### src/sv/pfc_pkg.sv
// Shared types, constants and helper functions for the Playfair digraph cipher block.
package pfc_pkg;

   localparam int SIDE  = 5;
   localparam int CELLS = SIDE * SIDE;

   localparam int LETTER_W  = 5;
   localparam int POS_W     = 3;
   localparam int CSR_ADDR_W = 5;
   localparam int CSR_DATA_W = 64;

   localparam int SQ_LOW_W  = 40;
   localparam int SQ_MID_W  = 40;
   localparam int SQ_HIGH_W = 45;

   typedef logic [LETTER_W-1:0]              letter_type;
   typedef logic [POS_W-1:0]                 pos_type;
   typedef logic [CELLS-1:0]                 hit_type;
   typedef logic [CELLS-1:0][LETTER_W-1:0]   square_type;

   // Register index, taken from paddr[4:3].
   typedef enum logic [1:0] {
      REG_SQ_LOW  = 2'd0,
      REG_SQ_MID  = 2'd1,
      REG_SQ_HIGH = 2'd2,
      REG_MODE    = 2'd3
   } reg_index_type;

   typedef struct packed {
      hit_type hit_first;
      hit_type hit_second;
   } match_type;

   typedef struct packed {
      pos_type row_first;
      pos_type col_first;
      pos_type row_second;
      pos_type col_second;
      logic    found_first;
      logic    found_second;
   } loc_type;

   typedef struct packed {
      letter_type idx_first;
      letter_type idx_second;
      logic       not_found;
   } route_type;

   // Step one position along a row or column with wrap.
   function automatic pos_type next_pos(input pos_type pos, input logic decrypt);
      pos_type result;
      if (decrypt) begin
         result = (pos == '0) ? pos_type'(SIDE - 1) : pos - pos_type'(1);
      end else begin
         result = (pos == pos_type'(SIDE - 1)) ? '0 : pos + pos_type'(1);
      end
      return result;
   endfunction

   // Row-major cell number of a row and column.
   function automatic letter_type cell_index(input pos_type row, input pos_type col);
      return letter_type'(row) * letter_type'(SIDE) + letter_type'(col);
   endfunction

endpackage

### src/sv/pfc_req_if.sv
// Input channel interface carrying one letter pair per beat.
interface pfc_req_if;
   logic       valid;
   logic       ready;
   logic [4:0] first_letter;
   logic [4:0] second_letter;

   modport source (output valid, output first_letter, output second_letter, input ready);
   modport sink   (input valid, input first_letter, input second_letter, output ready);
endinterface

### src/sv/pfc_rsp_if.sv
// Result channel interface carrying one transformed pair per beat.
interface pfc_rsp_if;
   logic       valid;
   logic       ready;
   logic [4:0] out_first;
   logic [4:0] out_second;
   logic       not_found;

   modport source (output valid, output out_first, output out_second, output not_found,
                   input ready);
   modport sink   (input valid, input out_first, input out_second, input not_found,
                   output ready);
endinterface

### src/sv/pfc_match.sv
// Stage one: compares both letters against every cell of the key square.
module pfc_match (
   input  logic                 clock,
   input  logic                 reset,
   pfc_req_if.sink              req_chan,
   input  pfc_pkg::square_type  cells,
   output logic                 down_valid,
   input  logic                 down_ready,
   output pfc_pkg::match_type   down_data
);
   import pfc_pkg::*;

   logic      valid_ff;
   match_type data_ff;
   match_type data_in;

   assign req_chan.ready = !valid_ff || down_ready;

   always_comb begin
      for (int n = 0; n < CELLS; n++) begin
         data_in.hit_first[n]  = (cells[n] == req_chan.first_letter);
         data_in.hit_second[n] = (cells[n] == req_chan.second_letter);
      end
   end

   always_ff @(posedge clock) begin
      if (reset) begin
         valid_ff <= 1'b0;
      end else if (req_chan.ready) begin
         valid_ff <= req_chan.valid;
      end
   end

   always_ff @(posedge clock) begin
      if (req_chan.ready && req_chan.valid) begin
         data_ff <= data_in;
      end
   end

   assign down_valid = valid_ff;
   assign down_data  = data_ff;
endmodule

### src/sv/pfc_locate.sv
// Stage two: picks the first matching cell and turns it into a row and column.
module pfc_locate (
   input  logic                clock,
   input  logic                reset,
   input  logic                up_valid,
   output logic                up_ready,
   input  pfc_pkg::match_type  up_data,
   output logic                down_valid,
   input  logic                down_ready,
   output pfc_pkg::loc_type    down_data
);
   import pfc_pkg::*;

   logic    valid_ff;
   loc_type data_ff;
   loc_type data_in;
   hit_type first_hit_a;
   hit_type first_hit_b;

   assign up_ready = !valid_ff || down_ready;

   // Isolating the lowest set bit gives the first match in row-major order.
   always_comb begin
      first_hit_a = up_data.hit_first  & (~up_data.hit_first  + hit_type'(1));
      first_hit_b = up_data.hit_second & (~up_data.hit_second + hit_type'(1));
      data_in = '0;
      for (int r = 0; r < SIDE; r++) begin
         for (int c = 0; c < SIDE; c++) begin
            if (first_hit_a[r*SIDE+c]) begin
               data_in.row_first = data_in.row_first | pos_type'(r);
               data_in.col_first = data_in.col_first | pos_type'(c);
            end
            if (first_hit_b[r*SIDE+c]) begin
               data_in.row_second = data_in.row_second | pos_type'(r);
               data_in.col_second = data_in.col_second | pos_type'(c);
            end
         end
      end
      data_in.found_first  = |up_data.hit_first;
      data_in.found_second = |up_data.hit_second;
   end

   always_ff @(posedge clock) begin
      if (reset) begin
         valid_ff <= 1'b0;
      end else if (up_ready) begin
         valid_ff <= up_valid;
      end
   end

   always_ff @(posedge clock) begin
      if (up_ready && up_valid) begin
         data_ff <= data_in;
      end
   end

   assign down_valid = valid_ff;
   assign down_data  = data_ff;
endmodule

### src/sv/pfc_route.sv
// Stage three: applies the row, column or rectangle rule and forms target cell numbers.
module pfc_route (
   input  logic                clock,
   input  logic                reset,
   input  logic                decrypt,
   input  logic                up_valid,
   output logic                up_ready,
   input  pfc_pkg::loc_type    up_data,
   output logic                down_valid,
   input  logic                down_ready,
   output pfc_pkg::route_type  down_data
);
   import pfc_pkg::*;

   logic      valid_ff;
   route_type data_ff;
   route_type data_in;
   pos_type   row_a;
   pos_type   col_a;
   pos_type   row_b;
   pos_type   col_b;

   assign up_ready = !valid_ff || down_ready;

   always_comb begin
      priority if (up_data.row_first == up_data.row_second) begin
         row_a = up_data.row_first;
         col_a = next_pos(up_data.col_first, decrypt);
         row_b = up_data.row_second;
         col_b = next_pos(up_data.col_second, decrypt);
      end else if (up_data.col_first == up_data.col_second) begin
         row_a = next_pos(up_data.row_first, decrypt);
         col_a = up_data.col_first;
         row_b = next_pos(up_data.row_second, decrypt);
         col_b = up_data.col_second;
      end else begin
         row_a = up_data.row_first;
         col_a = up_data.col_second;
         row_b = up_data.row_second;
         col_b = up_data.col_first;
      end
      data_in.idx_first  = cell_index(row_a, col_a);
      data_in.idx_second = cell_index(row_b, col_b);
      data_in.not_found  = !(up_data.found_first && up_data.found_second);
   end

   always_ff @(posedge clock) begin
      if (reset) begin
         valid_ff <= 1'b0;
      end else if (up_ready) begin
         valid_ff <= up_valid;
      end
   end

   always_ff @(posedge clock) begin
      if (up_ready && up_valid) begin
         data_ff <= data_in;
      end
   end

   assign down_valid = valid_ff;
   assign down_data  = data_ff;
endmodule

### src/sv/pfc_select.sv
// Stage four: reads the target cells and holds the result beat in the output register.
module pfc_select (
   input  logic                clock,
   input  logic                reset,
   input  pfc_pkg::square_type cells,
   input  logic                up_valid,
   output logic                up_ready,
   input  pfc_pkg::route_type  up_data,
   pfc_rsp_if.source           rsp_chan
);
   import pfc_pkg::*;

   logic       valid_ff;
   letter_type first_ff;
   letter_type second_ff;
   logic       not_found_ff;
   letter_type first_in;
   letter_type second_in;

   assign up_ready = !valid_ff || rsp_chan.ready;

   always_comb begin
      if (up_data.not_found) begin
         first_in  = '0;
         second_in = '0;
      end else begin
         first_in  = cells[up_data.idx_first];
         second_in = cells[up_data.idx_second];
      end
   end

   always_ff @(posedge clock) begin
      if (reset) begin
         valid_ff <= 1'b0;
      end else if (up_ready) begin
         valid_ff <= up_valid;
      end
   end

   always_ff @(posedge clock) begin
      if (up_ready && up_valid) begin
         first_ff     <= first_in;
         second_ff    <= second_in;
         not_found_ff <= up_data.not_found;
      end
   end

   assign rsp_chan.valid      = valid_ff;
   assign rsp_chan.out_first  = first_ff;
   assign rsp_chan.out_second = second_ff;
   assign rsp_chan.not_found  = not_found_ff;
endmodule

### src/sv/playfair_digraph_cipher_top.sv
// Top level of the Playfair digraph cipher: register file and four-stage pipeline.
//
//   Channel   Direction  Handshake          Beat contents
//   req_chan  in         valid / ready      first_letter, second_letter
//   rsp_chan  out        valid / ready      out_first, out_second, not_found
//   csr (APB) in         psel/penable/pready four key-square and mode registers
//
// A pair accepted on req_chan passes the match, locate, route and select registers in
// order and then waits on rsp_chan; a new pair can be accepted at every edge while
// rsp_chan is not stalled. The four stages are cell compare, first-match locate, rule
// routing and cell read, and the stage count sets the latency.
// Reset clears the valid bits of all stages and every configuration register.
// A stall on rsp_chan backs up stage by stage, and empty stages fill first.
module playfair_digraph_cipher_top (
   input  logic                               clock,
   input  logic                               reset,
   pfc_req_if.sink                            req_chan,
   pfc_rsp_if.source                          rsp_chan,
   input  logic                               psel,
   input  logic                               penable,
   input  logic                               pwrite,
   input  logic [pfc_pkg::CSR_ADDR_W-1:0]     paddr,
   input  logic [pfc_pkg::CSR_DATA_W-1:0]     pwdata,
   output logic [pfc_pkg::CSR_DATA_W-1:0]     prdata,
   output logic                               pready
);
   import pfc_pkg::*;

   // Configuration registers. Registers sit eight bytes apart, so bits 4:3 of
   // the address select one and the low bits are ignored.
   logic [SQ_LOW_W-1:0]  sq_low_ff;
   logic [SQ_MID_W-1:0]  sq_mid_ff;
   logic [SQ_HIGH_W-1:0] sq_high_ff;
   logic                 mode_ff;
   logic [SQ_LOW_W-1:0]  sq_low_in;
   logic [SQ_MID_W-1:0]  sq_mid_in;
   logic [SQ_HIGH_W-1:0] sq_high_in;
   logic                 mode_in;
   logic                 csr_write;
   reg_index_type        csr_index;
   square_type           cells;

   // Pipeline links between the stages.
   logic      s1_valid;
   logic      s1_ready;
   match_type s1_data;
   logic      s2_valid;
   logic      s2_ready;
   loc_type   s2_data;
   logic      s3_valid;
   logic      s3_ready;
   route_type s3_data;

   assign pready    = 1'b1;
   assign csr_index = reg_index_type'(paddr[4:3]);
   assign csr_write = psel && penable && pwrite;

   always_comb begin
      sq_low_in  = sq_low_ff;
      sq_mid_in  = sq_mid_ff;
      sq_high_in = sq_high_ff;
      mode_in    = mode_ff;
      if (csr_write) begin
         unique case (csr_index)
            REG_SQ_LOW:  sq_low_in  = pwdata[SQ_LOW_W-1:0];
            REG_SQ_MID:  sq_mid_in  = pwdata[SQ_MID_W-1:0];
            REG_SQ_HIGH: sq_high_in = pwdata[SQ_HIGH_W-1:0];
            REG_MODE:    mode_in    = pwdata[0];
         endcase
      end
   end

   always_ff @(posedge clock) begin
      if (reset) begin
         sq_low_ff  <= '0;
         sq_mid_ff  <= '0;
         sq_high_ff <= '0;
         mode_ff    <= 1'b0;
      end else begin
         sq_low_ff  <= sq_low_in;
         sq_mid_ff  <= sq_mid_in;
         sq_high_ff <= sq_high_in;
         mode_ff    <= mode_in;
      end
   end

   always_comb begin
      unique case (csr_index)
         REG_SQ_LOW:  prdata = CSR_DATA_W'(sq_low_ff);
         REG_SQ_MID:  prdata = CSR_DATA_W'(sq_mid_ff);
         REG_SQ_HIGH: prdata = CSR_DATA_W'(sq_high_ff);
         REG_MODE:    prdata = CSR_DATA_W'(mode_ff);
      endcase
   end

   // The three registers together hold the 25 cells back to back, cell 0 in
   // the lowest five bits, so the square is simply their concatenation.
   assign cells = {sq_high_ff, sq_mid_ff, sq_low_ff};

   pfc_match u_match (
      .clock      (clock),
      .reset      (reset),
      .req_chan   (req_chan),
      .cells      (cells),
      .down_valid (s1_valid),
      .down_ready (s1_ready),
      .down_data  (s1_data)
   );

   pfc_locate u_locate (
      .clock      (clock),
      .reset      (reset),
      .up_valid   (s1_valid),
      .up_ready   (s1_ready),
      .up_data    (s1_data),
      .down_valid (s2_valid),
      .down_ready (s2_ready),
      .down_data  (s2_data)
   );

   pfc_route u_route (
      .clock      (clock),
      .reset      (reset),
      .decrypt    (mode_ff),
      .up_valid   (s2_valid),
      .up_ready   (s2_ready),
      .up_data    (s2_data),
      .down_valid (s3_valid),
      .down_ready (s3_ready),
      .down_data  (s3_data)
   );

   pfc_select u_select (
      .clock    (clock),
      .reset    (reset),
      .cells    (cells),
      .up_valid (s3_valid),
      .up_ready (s3_ready),
      .up_data  (s3_data),
      .rsp_chan (rsp_chan)
   );

   // A missing letter always yields an all-zero pair.
   assert property (@(posedge clock) disable iff (reset)
      rsp_chan.valid && rsp_chan.not_found |->
         rsp_chan.out_first == '0 && rsp_chan.out_second == '0)
      else $error("not_found beat carries nonzero letters");

   // When the consumer takes beats, every stage can move, so the input is open.
   assert property (@(posedge clock) disable iff (reset)
      rsp_chan.ready |-> req_chan.ready)
      else $error("input stalled while output is ready");

   // A mode write lands in the mode register at the next edge.
   assert property (@(posedge clock) disable iff (reset)
      csr_write && csr_index == REG_MODE |=> mode_ff == $past(pwdata[0]))
      else $error("decrypt mode write lost");

   // The low square register only changes through a write to its address.
   assert property (@(posedge clock) disable iff (reset)
      !(csr_write && csr_index == REG_SQ_LOW) |=> $stable(sq_low_ff))
      else $error("square register changed without a write");
endmodule

### src/flat_wrapper.sv
// flat-port wrapper written by rule: the top's interface ports become plain ports
module playfair_digraph_cipher_top_flat import pfc_pkg::*;
  (clock, reset, psel, penable, pwrite, paddr, pwdata, prdata, pready, req_chan_valid, req_chan_first_letter, req_chan_second_letter, req_chan_ready, rsp_chan_valid, rsp_chan_out_first, rsp_chan_out_second, rsp_chan_not_found, rsp_chan_ready);
  pfc_req_if req_chan_i ();
  pfc_rsp_if rsp_chan_i ();
  input  logic clock;
  input  logic reset;
  input  logic psel;
  input  logic penable;
  input  logic pwrite;
  input  logic [pfc_pkg::CSR_ADDR_W-1:0] paddr;
  input  logic [pfc_pkg::CSR_DATA_W-1:0] pwdata;
  output logic [pfc_pkg::CSR_DATA_W-1:0] prdata;
  output logic pready;
  input wire logic [$bits(req_chan_i.valid)-1:0] req_chan_valid;
  input wire logic [$bits(req_chan_i.first_letter)-1:0] req_chan_first_letter;
  input wire logic [$bits(req_chan_i.second_letter)-1:0] req_chan_second_letter;
  output wire logic [$bits(req_chan_i.ready)-1:0] req_chan_ready;
  output wire logic [$bits(rsp_chan_i.valid)-1:0] rsp_chan_valid;
  output wire logic [$bits(rsp_chan_i.out_first)-1:0] rsp_chan_out_first;
  output wire logic [$bits(rsp_chan_i.out_second)-1:0] rsp_chan_out_second;
  output wire logic [$bits(rsp_chan_i.not_found)-1:0] rsp_chan_not_found;
  input wire logic [$bits(rsp_chan_i.ready)-1:0] rsp_chan_ready;
  assign req_chan_i.valid = req_chan_valid;
  assign req_chan_i.first_letter = req_chan_first_letter;
  assign req_chan_i.second_letter = req_chan_second_letter;
  assign req_chan_ready = req_chan_i.ready;
  assign rsp_chan_valid = rsp_chan_i.valid;
  assign rsp_chan_out_first = rsp_chan_i.out_first;
  assign rsp_chan_out_second = rsp_chan_i.out_second;
  assign rsp_chan_not_found = rsp_chan_i.not_found;
  assign rsp_chan_i.ready = rsp_chan_ready;
  playfair_digraph_cipher_top u_core (.clock(clock), .reset(reset), .req_chan(req_chan_i), .rsp_chan(rsp_chan_i), .psel(psel), .penable(penable), .pwrite(pwrite), .paddr(paddr), .pwdata(pwdata), .prdata(prdata), .pready(pready));
endmodule
### config.mk
export PLATFORM = sky130hd
export DESIGN_NAME = playfair_digraph_cipher_top_flat
export DESIGN_NICKNAME = d
export VERILOG_FILES = /design/src/sv/pfc_pkg.sv /design/src/sv/pfc_req_if.sv /design/src/sv/pfc_rsp_if.sv /design/src/sv/pfc_match.sv /design/src/sv/pfc_locate.sv /design/src/sv/pfc_route.sv /design/src/sv/pfc_select.sv /design/src/sv/playfair_digraph_cipher_top.sv /design/src/flat_wrapper.sv
export SDC_FILE = /design/constraint.sdc
export NUM_CORES = 1
export LEC_CHECK = 0
export BUFFER_PORTS_ARGS = -buffer_cell sky130_fd_sc_hd__buf_2
export CORE_MARGIN = 5
export CORE_UTILIZATION = 32
export CTS_CLUSTER_DIAMETER = 100
export DETAILED_ROUTE_END_ITERATION = 7
export PLACE_DENSITY = 0.59
export SLEW_MARGIN = 20
export SYNTH_ARGS = -nofsm -noshare
export SYNTH_HDL_FRONTEND = slang
export SYNTH_HIERARCHICAL = 1
export SYNTH_SLANG_ARGS = --single-unit
### constraint.sdc
create_clock -name clock -period 3.8 [get_ports clock]
set_clock_uncertainty 0.05 [all_clocks]
set_input_delay 0.57 -clock clock [delete_from_list [all_inputs] [get_ports clock]]
set_output_delay 0.57 -clock clock [all_outputs]
set_load 0.005 [all_outputs]
After elaboration in Yosys (flattened, before gate mapping)
Cells that the tools add are included. W data, S select, Z words.

Register bits: 216.

Equal/unequal tests: 63. Multiplexer cells: 87. Bitwise gates (word level): 4. Reduce and logical (&&, ||, !) cells: 33. $mul: 2. $lt $le $gt $ge: 2. Add/sub/neg operators: 12.

Operators with widths (count): $pmux W64 S4 (1); $eq A5 B5 Y1 (50); $mux W40 (4); $mux W5 (22); $mux W45 (2); $mux W3 (22); $add A25 B1 Y25 const B (2); $and A25 B25 Y25 (2); $bmux W5 S5 (2); $not A25 Y25 (2); $reduce_or A25 Y1 (2); $mux W6 (8); $mux W4 (10); $add A3 B1 Y3 const B (4); $eq A3 B3 Y1 const B (4); $logic_not A3 Y1 (4); $lt A5 B6 Y1 const B (2); $mux W1 (12); $sub A3 B1 Y3 const B (4); $add A5 B3 Y5 (2); $mul A3 B3 Y5 const B (2); $reduce_or A5 Y1 (2); $mux W2 (4); $ne A2 B2 Y1 const B (4); other kinds (9) (30).

Longest topological paths before layout
Gate-level depths: netlist (run 1).

Word-level depth: 26. Gate-level depth with buffers: 13.

By module
The synthesis (run 1) kept the hierarchy.

Modules (own cells, without submodules): playfair_digraph_cipher_top (seq. area each 2522.4 um^2, cells each 627, area an instance 6098.3 um^2, instances 1); pfc_match (seq. area each 1521.5 um^2, cells each 435, area an instance 4787.1 um^2, instances 1); pfc_select (seq. area each 350.3 um^2, cells each 214, area an instance 2707.6 um^2, instances 1); pfc_route (seq. area each 350.3 um^2, cells each 137, area an instance 1355.0 um^2, instances 1); pfc_locate (seq. area each 440.4 um^2, cells each 127, area an instance 1096.1 um^2, instances 1).

Worst setup path after synthesis (run 1)
Ideal clock, no wire load.

Path type: reg-to-reg. Start: register u_core.u_locate.data_ff (netlist bit u_core/u_locate/down_data[13]). End: register u_core.u_route.data_ff (netlist bit u_core/u_route/down_data[5]) (data pin). Library setup time: 0.258 ns. Period minus slack after synthesis: 3.296 ns. Required time: 3.492 ns. Slack: 0.504 ns. Buffers on the path: 0. Arrival time: 2.989 ns. Cell stages (with the launch flop): 12. Cell sequence: edfxtp_1 xor2_1 nor3_1 nor4_4 mux2_4 ha_1 ha_1 ha_1 a21o_1 a21oi_1 xor2_1 xnor2_1.

RTL lines: start, declared (RTL line pfc_locate.sv:15) `loc_type data_ff;`; start signal, assigned (RTL line pfc_locate.sv:53) `data_ff <= data_in;`; end signal, assigned (RTL line pfc_route.sv:57) `data_ff <= data_in;`; end, declared (RTL line pfc_route.sv:16) `route_type data_ff;`.

==> metrics.md, run 1 <==
| Metric | Value |
|---|---|
| Sequential group share of total power | `0.439` |
| Hold violation count in the final report | `0` |
| Area of the core region | `0.0499 mm2` |
| Simple logic cell fraction of the synthesized area | `0.165` |
| Crit path capture | `u_core/u_route/down_data[5]` |
| TritonCTS clock tree | `built` |
| Leakage power total | `a little over 0.007 uW` |
| Hold slack | `approximately 0.21 ns` |
| Number of flip-flops and latches in the synthesized netlist | `216` |
| Routed via count divided by cell count | `5.20` |
| Setup Viol. Count Final | `0` |
| Total number of placement rows | `82` |
| Synthesized-area fraction occupied by ao, oa, aoi and oai cells | `0.0721` |
| Endpoint of the worst register-to-register path | `u_core/u_route/down_data[5]` |
| Die Span Y | `approximately 230 um` |
| Count of boundary I/O pins | `164` |
| Class of the most critical hold timing path | `primary input to flop` |
| CTS Buffer Depth | `3` |
| Internal power contribution | `around 4300 uW` |
| Detailed-routing iteration count for the pre-antenna-repair pass | `7` |
| Cell area power density | `about 330 mW/mm2` |
| Routed wire length | `51.5 mm` |
| Buffer cell driving the clock tree root | `clkbuf_16` |
| 1st-iter DRT viols | `1044` |
| Switching component of the power | `approximately 1600 uW` |
| Slew at the pin closest to its max-slew limit | `1.04 ns` |
| Antenna violations before repair | `5` |
| Count of H-tree levels built during CTS | `1` |
| Clk network pwr share | `0.432` |
| Detailed-routed wire length on met2 | `24.5 mm` |
| Seq/Total Area, Yosys | `0.323` |
| Buffers on Ports | `121` |
| Clock-pin slew of the registers on the worst-case setup and hold paths | `0.07 ns` |
| Clock sink count | `roughly 220` |
| R2R cell count | `12` |
| Yosys top cell by area | `dfxtp_1` |
| Unrepaired setup endpoints after global routing | `no` |
| Topmost layer with routed signal wires | `met5` |
| Cell Count Post-Placement | `2261` |
| Combinational fraction of design power | `0.129` |
| Fraction of final layout cells sized beyond drive strength 1 | `0.183` |
| Metal3 WL | `3.31 mm` |
| Largest fanout on the critical path | `10` |
| Largest family of logic cells by synthesized area | `multiplexers` |
| First-pass GRT wire length | `76.8 mm` |
| RePlAce Congestion | `0.930` |
| Crit end category | `flop` |
| Initial cell density of the core | `0.322` |
| Cell area after technology mapping | `0.0160 mm2` |
| Worst endpoint required time | `4.05 ns` |
| Biggest area contributors in the synthesized netlist | `dfxtp_1 16%, edfxtp_1 16%, mux2i_1 14%` |
| Number of flops mapped to enable cells by yosys | `86` |
| Leftover overflow at the end of global routing | `0` |
| Startpoint Class | `flop` |
| Combined global-route utilization of all metal layers | `0.183` |
| Post-Layout Cell Count | `2311` |
| Worst vdd ir | `~0.3 mV` |
| Highest-count cells in the layout ignoring fill and taps | `220 x mux2i_1, 168 x nand2b_1, 153 x xnor2_1` |
| Final HPWL from detailed placement | `38.2 mm` |
| Die boundary width | `234 um` |
| Per-instance average area after synthesis | `10.4 um2` |
| Area delta synth->final | `11.0%` |
| Final worst-path cycle share | `0.934` |
| Number of gates resized after cts | `0` |
| First element of the critical path | `u_core/u_locate/down_data[13]` |
| Number of nets in the final layout | `roughly 1700` |
| Hold-fix buffers at CTS | `0` |
| MaxCap Viol Count | `0` |
| Post-Route M1 WL | `22.4 mm` |
| Largest net degree at the start of global routing | `115` |
| Critical path data arrival time | `roughly 3.8 ns` |
| Post-synthesis xor/xnor area fraction | `0.145` |
| Status | `finished, final reports clean` |
| Number of global-route vias before repair | `11800` |
| Post-synth top flop | `dfxtp_1` |
| Worst slew slack as a fraction of its limit | `0.304` |
| Ys async rst share | `0` |
| Via total after detailed routing | `12000` |
| Arithmetic-cell share of the synthesized area counting full adders, half adders and majority gates | `0.0243` |
| Fraction of power spent switching nets | `0.269` |
| Later-pin clock latency in the skew report | `between 0.5 and 0.6 ns` |
| Number of instances in the synthesized netlist | `1540` |
| Critical register-to-register path startpoint | `u_core/u_locate/down_data[13]` |
| Max Slew Vio Count | `0` |
| R2R Setup Slk | `between 0.2 and 0.25 ns` |
| Synthesis warning total | `6` |
| Post-synth cell types | `71` |
| Number of DRC violations after detailed routing | `0` |
| Post-CTS Setup Inserts | `0` |
| Routed wire length per instance | `22.3 um` |
| Die footprint | `approximately 0.055 mm2` |
| Top-area cell type share of the netlist area | `0.162` |
| Residual antenna-violating net count after detailed routing | `0` |
| Leading cell type in the layout, fill and taps excluded | `mux2i_1` |
| Worst setup path class | `flop to flop` |
| Mux cell area share after synthesis | `0.202` |
| Inserted Clock Buffers | `26` |
| Peak Freq | `282 MHz` |
| Time the worst path needs with I/O delays and setup | `3.55 ns` |
| Final sum of negative setup slack | `0 ns` |
critical path: stages, from the launching register on:
cell and delay [ns]:
edfxtp_1 0.49, xor2_1 0.20, nor3_1 0.39, nor4_4 0.10
buf_4 0.20, mux2_4 0.32, ha_1 0.32, ha_1 0.33
ha_1 0.30, a21o_1 0.17, a21oi_1 0.16, xor2_1 0.19
xnor2_1 0.08
sequential cells by signal (all words and copies together) (netlist names):
| signal | count |
|---|---|
| u_core/sq_high_ff | 45 |
| u_core/u_select/rsp_chan.not_found | 1 |
| u_core/sq_mid_ff | 40 |
| u_core/u_locate/down_valid | 1 |
| u_core/u_match/down_valid | 1 |
| u_core/mode_ff | 1 |
| u_core/u_select/rsp_chan.out_first | 5 |
| u_core/u_match/down_data | 50 |
| u_core/u_route/down_data | 11 |
| u_core/u_select/rsp_chan.valid | 1 |
| u_core/sq_low_ff | 40 |
| u_core/u_route/down_valid | 1 |
| u_core/u_locate/down_data | 14 |
| u_core/u_select/rsp_chan.out_second | 5 |
worst min-delay path by stage:
stage                                               endpoint  depth (start not counted)                         from  slack (ns)
after floorplan           u_core/u_select/rsp_chan.not_found                          0  u_core/u_route/down_data[0]        0.37
after global placement             u_core/u_route/down_valid                          2   u_core/u_locate/down_valid        0.39
after detailed placement          u_core/u_locate/down_valid                          2    u_core/u_match/down_valid        0.40
after global routing               u_core/u_match/down_valid                          3               req_chan_valid        0.20
final                                  u_core/sq_high_ff[40]                          3                   pwdata[40]        0.21
after CTS                          u_core/u_match/down_valid                          3               req_chan_valid        0.19
metal layers:
metal | vias to the layer above | GRT usage
met5 | - | 0
met4 | 6 | 0.0448
met3 | 88 | 0.0280
li1 | 5569 | -
met1 | 5913 | 0.250
met2 | 448 | 0.306
layout make-up:
class                      count  area [um2]
inverter                      25        98.8
fill                        5094       32100
clock inverter                21         199
tap                          672         841
sequential                   216        5180
clock buffer                  27         676
antenna                        2        5.00
multi-input combinational   1192        9870
timing repair buffer         156         933
power groups by stage:
| stage | sequential (uW) | combinational, uW | clock, uW |
|---|---|---|---|
| 6_report | 2580 | 761 | 2540 |
| 5_1_grt | 2590 | 824 | 2700 |
| 4_1_cts | 2580 | 756 | 2600 |
| 3_5_place_dp | 2630 | 753 | 0 |
| 3_3_place_gp | 2630 | 738 | 0 |
| 2_1_floorplan | 2570 | 630 | 0 |
cell families after synthesis:
logic type               count (synthesis)
flip-flops                             216
AND/OR/NAND/NOR                        434
adder cells (fa/ha/maj)                 30
other                                    2
AO/OA/AOI/OAI                          175
multiplexers                           267
XOR/XNOR                               266
buffers and inverters                  150
through the flow:
step           area, um2  setup slack (ns)  power (uW)  utilization
6_report           17800             0.250        5890        0.357
3_3_place_gp       16900             0.336        3370        0.339
5_1_grt            17800             0.116        6110        0.357
2_1_floorplan      16100             0.504        3200            -
4_1_cts            17800             0.262        5940        0.357
3_5_place_dp       16900             0.271        3380        0.339
synth_stat cells (3+ instances only):
| master | n |
|---|---|
| mux2i_1 | 220 |
| nand2b_1 | 168 |
| xnor2_1 | 153 |
| dfxtp_1 | 130 |
| xor2_1 | 113 |
| edfxtp_1 | 86 |
| nand2_1 | 63 |
| nand3_1 | 56 |
| o21ai_0 | 55 |
| nor3_2 | 42 |
| a21oi_1 | 41 |
| buf_4 | 41 |
| clkbuf_1 | 29 |
| mux4_2 | 29 |
| ha_1 | 28 |
| nor2_1 | 26 |
| buf_6 | 25 |
| inv_1 | 24 |
| nor3_1 | 22 |
| a22oi_1 | 18 |
| buf_2 | 18 |
| mux4_1 | 12 |
| nor2b_1 | 12 |
| and2_1 | 11 |
| o211a_1 | 9 |
| a2111oi_1 | 7 |
| buf_12 | 7 |
| o211ai_1 | 6 |
| or3_1 | 6 |
| or4_1 | 5 |
| a211oi_1 | 4 |
| a21bo_2 | 4 |
| a21o_1 | 4 |
| a31oi_1 | 4 |
| mux2_2 | 4 |
| or4_4 | 4 |
| buf_8 | 3 |
| nor4_1 | 3 |
| o21ai_1 | 3 |
(Power assumes the default switching activity.)
==> inputs of run 2 (changes only) <==
- CORE_UTILIZATION: 32 -> 40
- PLACE_DENSITY: 0.59 -> 0.68
- REMOVE_ABC_BUFFERS: default -> 1
==> run 2 against run 1 <==
Effect of this change: final area shrank 1.5%; hold slack better by 0.012 ns; setup slack lost 0.0059 ns; register-to-register slack barely moved; count of clock-buffer cells in the layout grew 11; sequential power about the same; highest routed layer is now met4.
==> metrics.md, run 2 (synthesis gave the netlist of run 1 again) <==
| Metric | Value |
|---|---|
| Max Slew Vio Count | `0 (unchanged)` |
| Final HPWL from detailed placement | `36.3 mm (was 38.2 mm)` |
| Worst vdd ir | `0.290 mV (was 0.308 mV)` |
| Hold violation count in the final report | `0 (unchanged)` |
| Hold path startpoint | `req_chan_valid (was pwdata[40])` |
| Hold slack | `0.221 ns (was 0.209 ns)` |
| Status | `finished, final reports clean (unchanged)` |
| Die footprint | `0.0442 mm2 (was 0.0547 mm2)` |
| Cell area power density | `330 mW/mm2 (was 331 mW/mm2)` |
| Total number of placement rows | `73 (was 82)` |
| Leading cell type in the layout, fill and taps excluded | `mux2i_1 (unchanged)` |
| First-pass GRT wire length | `74.3 mm (was 76.8 mm)` |
| Area delta synth->final | `9.34% (was 11.0%)` |
| Number of DRC violations after detailed routing | `0 (unchanged)` |
| TritonCTS clock tree | `built (unchanged)` |
| Crit end category | `flop (unchanged)` |
| Hold-fix buffers at CTS | `0 (unchanged)` |
| Final worst-path cycle share | `0.936 (was 0.934)` |
| Inserted Clock Buffers | `26 (unchanged)` |
| Area of the core region | `0.0397 mm2 (was 0.0499 mm2)` |
| Buffers on Ports | `121 (unchanged)` |
| Leftover overflow at the end of global routing | `0 (unchanged)` |
| Routed wire length per instance | `22.9 um (was 22.3 um)` |
| Worst endpoint required time | `4.03 ns (was 4.05 ns)` |
| Critical path data arrival time | `3.79 ns (was 3.80 ns)` |
| Initial cell density of the core | `0.404 (was 0.322)` |
| Routed wire length | `49.4 mm (was 51.5 mm)` |
| Peak Freq | `281 MHz (was 282 MHz)` |
| MaxCap Viol Count | `0 (unchanged)` |
| Count of boundary I/O pins | `164 (unchanged)` |
| Buffer cell driving the clock tree root | `clkbuf_16 (unchanged)` |
| Clock-pin slew of the registers on the worst-case setup and hold paths | `0.06 ns (was 0.07 ns)` |
| Detailed-routing iteration count for the pre-antenna-repair pass | `5 (was 7)` |
| Die Span Y | `210 um (was 234 um)` |
| Slew at the pin closest to its max-slew limit | `0.949 ns (was 1.04 ns)` |
| Fraction of final layout cells sized beyond drive strength 1 | `0.180 (was 0.183)` |
| Highest-count cells in the layout ignoring fill and taps | `220 x mux2i_1, 168 x nand2b_1, 153 x xnor2_1 (unchanged)` |
| Final setup margin | `0.244 ns (was 0.250 ns)` |
| Antenna violations before repair | `1 (was 5)` |
| Residual antenna-violating net count after detailed routing | `0 (unchanged)` |
| 1st-iter DRT viols | `1038 (was 1044)` |
| Leakage power total | `0.00704 uW (was 0.00706 uW)` |
| Critical register-to-register path startpoint | `u_core/u_locate/down_data[13] (unchanged)` |
| Routed via count divided by cell count | `5.65 (was 5.20)` |
| Number of global-route vias before repair | `12000 (was 11800)` |
| First element of the critical path | `u_core/u_locate/down_data[13] (unchanged)` |
| CTS Buffer Depth | `3 (unchanged)` |
| Number of gates resized after cts | `0 (unchanged)` |
| Worst setup path class | `flop to flop (unchanged)` |
| Post-CTS Setup Inserts | `0 (unchanged)` |
| Die boundary width | `210 um (was 234 um)` |
| Later-pin clock latency in the skew report | `0.54 ns (was 0.55 ns)` |
| Class of the most critical hold timing path | `primary input to flop (unchanged)` |
| Largest net degree at the start of global routing | `150 (was 115)` |
| RePlAce Congestion | `0.960 (was 0.930)` |
| Time the worst path needs with I/O delays and setup | `3.56 ns (was 3.55 ns)` |
| Post-route total power | `5790 uW (was 5890 uW)` |
| Startpoint Class | `flop (unchanged)` |
| Setup Viol. Count Final | `0 (unchanged)` |
| Clock sink count | `216 (unchanged)` |
| Largest fanout on the critical path | `8 (was 10)` |
| Final core occ | `0.442 (was 0.357)` |
| Worst slew slack as a fraction of its limit | `0.367 (was 0.304)` |
| Via total after detailed routing | `12200 (was 12000)` |
| Count of H-tree levels built during CTS | `1 (unchanged)` |
| Post-route design area | `0.0175 mm2 (was 0.0178 mm2)` |
| Post-DP Area | `0.0167 mm2 (was 0.0169 mm2)` |
| Number of nets in the final layout | `1729 (was 1733)` |
| Unrepaired setup endpoints after global routing | `no (unchanged)` |
| Flip-flop count of the largest register after layout | `50 (unchanged)` |
| Combined global-route utilization of all metal layers | `0.214 (was 0.183)` |
| Worst slack, placed | `0.276 ns (was 0.271 ns)` |
[run 2: cell types whose count changed in the layout (fill, tap and decap cells not counted), sizes merged]
| cell | previous run | this run |
|---|---|---|
| inv | 26 | 27 |
| diode | 2 | 1 |
| clkinvlp | 6 | 0 |
| clkinv | 11 | 7 |
| buf | 156 | 152 |
| bufinv | 3 | 0 |
| clkbuf | 27 | 38 |
[run 2: where the power goes]
group	switching, uW	internal, uW
Combinational	433	327
Sequential	107	2470
Clock	1000	1450
[run 2: layer usage]
| layer | share of wire | up-vias | global-route usage |
|---|---|---|---|
| met1 | 0.43 | 6021 | 0.290 |
| met2 | 0.47 | 510 | 0.359 |
| met3 | 0.065 | 88 | 0.0277 |
| met5 | 0 | - | 0 |
| met4 | 0.034 | 0 | 0.0673 |
| li1 | - | 5573 | - |
[run 2: worst max-delay path, stage by stage (launching register included)]
cell and delay, ns:
edfxtp_1 0.48, xor2_1 0.19, nor3_1 0.11, nor4_4 0.53, mux2_4 0.36, ha_1 0.30, ha_1 0.32, ha_1 0.31
a21o_1 0.18, a21oi_1 0.17, xor2_1 0.21, xnor2_1 0.09
[run 2: worst paths after layout]
check	to	slack, ns	cells past startpoint
setup / recovery	u_core/u_route/down_data[5]	0.24	11
hold / removal	u_core/u_match/down_valid	0.22	3
setup reg to reg	u_core/u_route/down_data[5]	0.24	11
hold reg to reg	u_core/u_select/rsp_chan.valid	0.42	2
[run 2: cell type report]
class                      count  area [um2]
fill                        3774       22200
multi-input combinational   1192        9870
sequential                   216        5180
timing repair buffer         152         885
clock buffer                  38         790
tap                          525         657
inverter                      25        98.8
clock inverter                 9        60.1
antenna                        1        2.50
[run 2: metrics by stage]
stage	instances	setup TNS, ns
after floorplan	1433	-13.82
after global placement	2108	0
after detailed placement	2108	0
after CTS	2155	0
after global routing	2158	0
final	2158	0
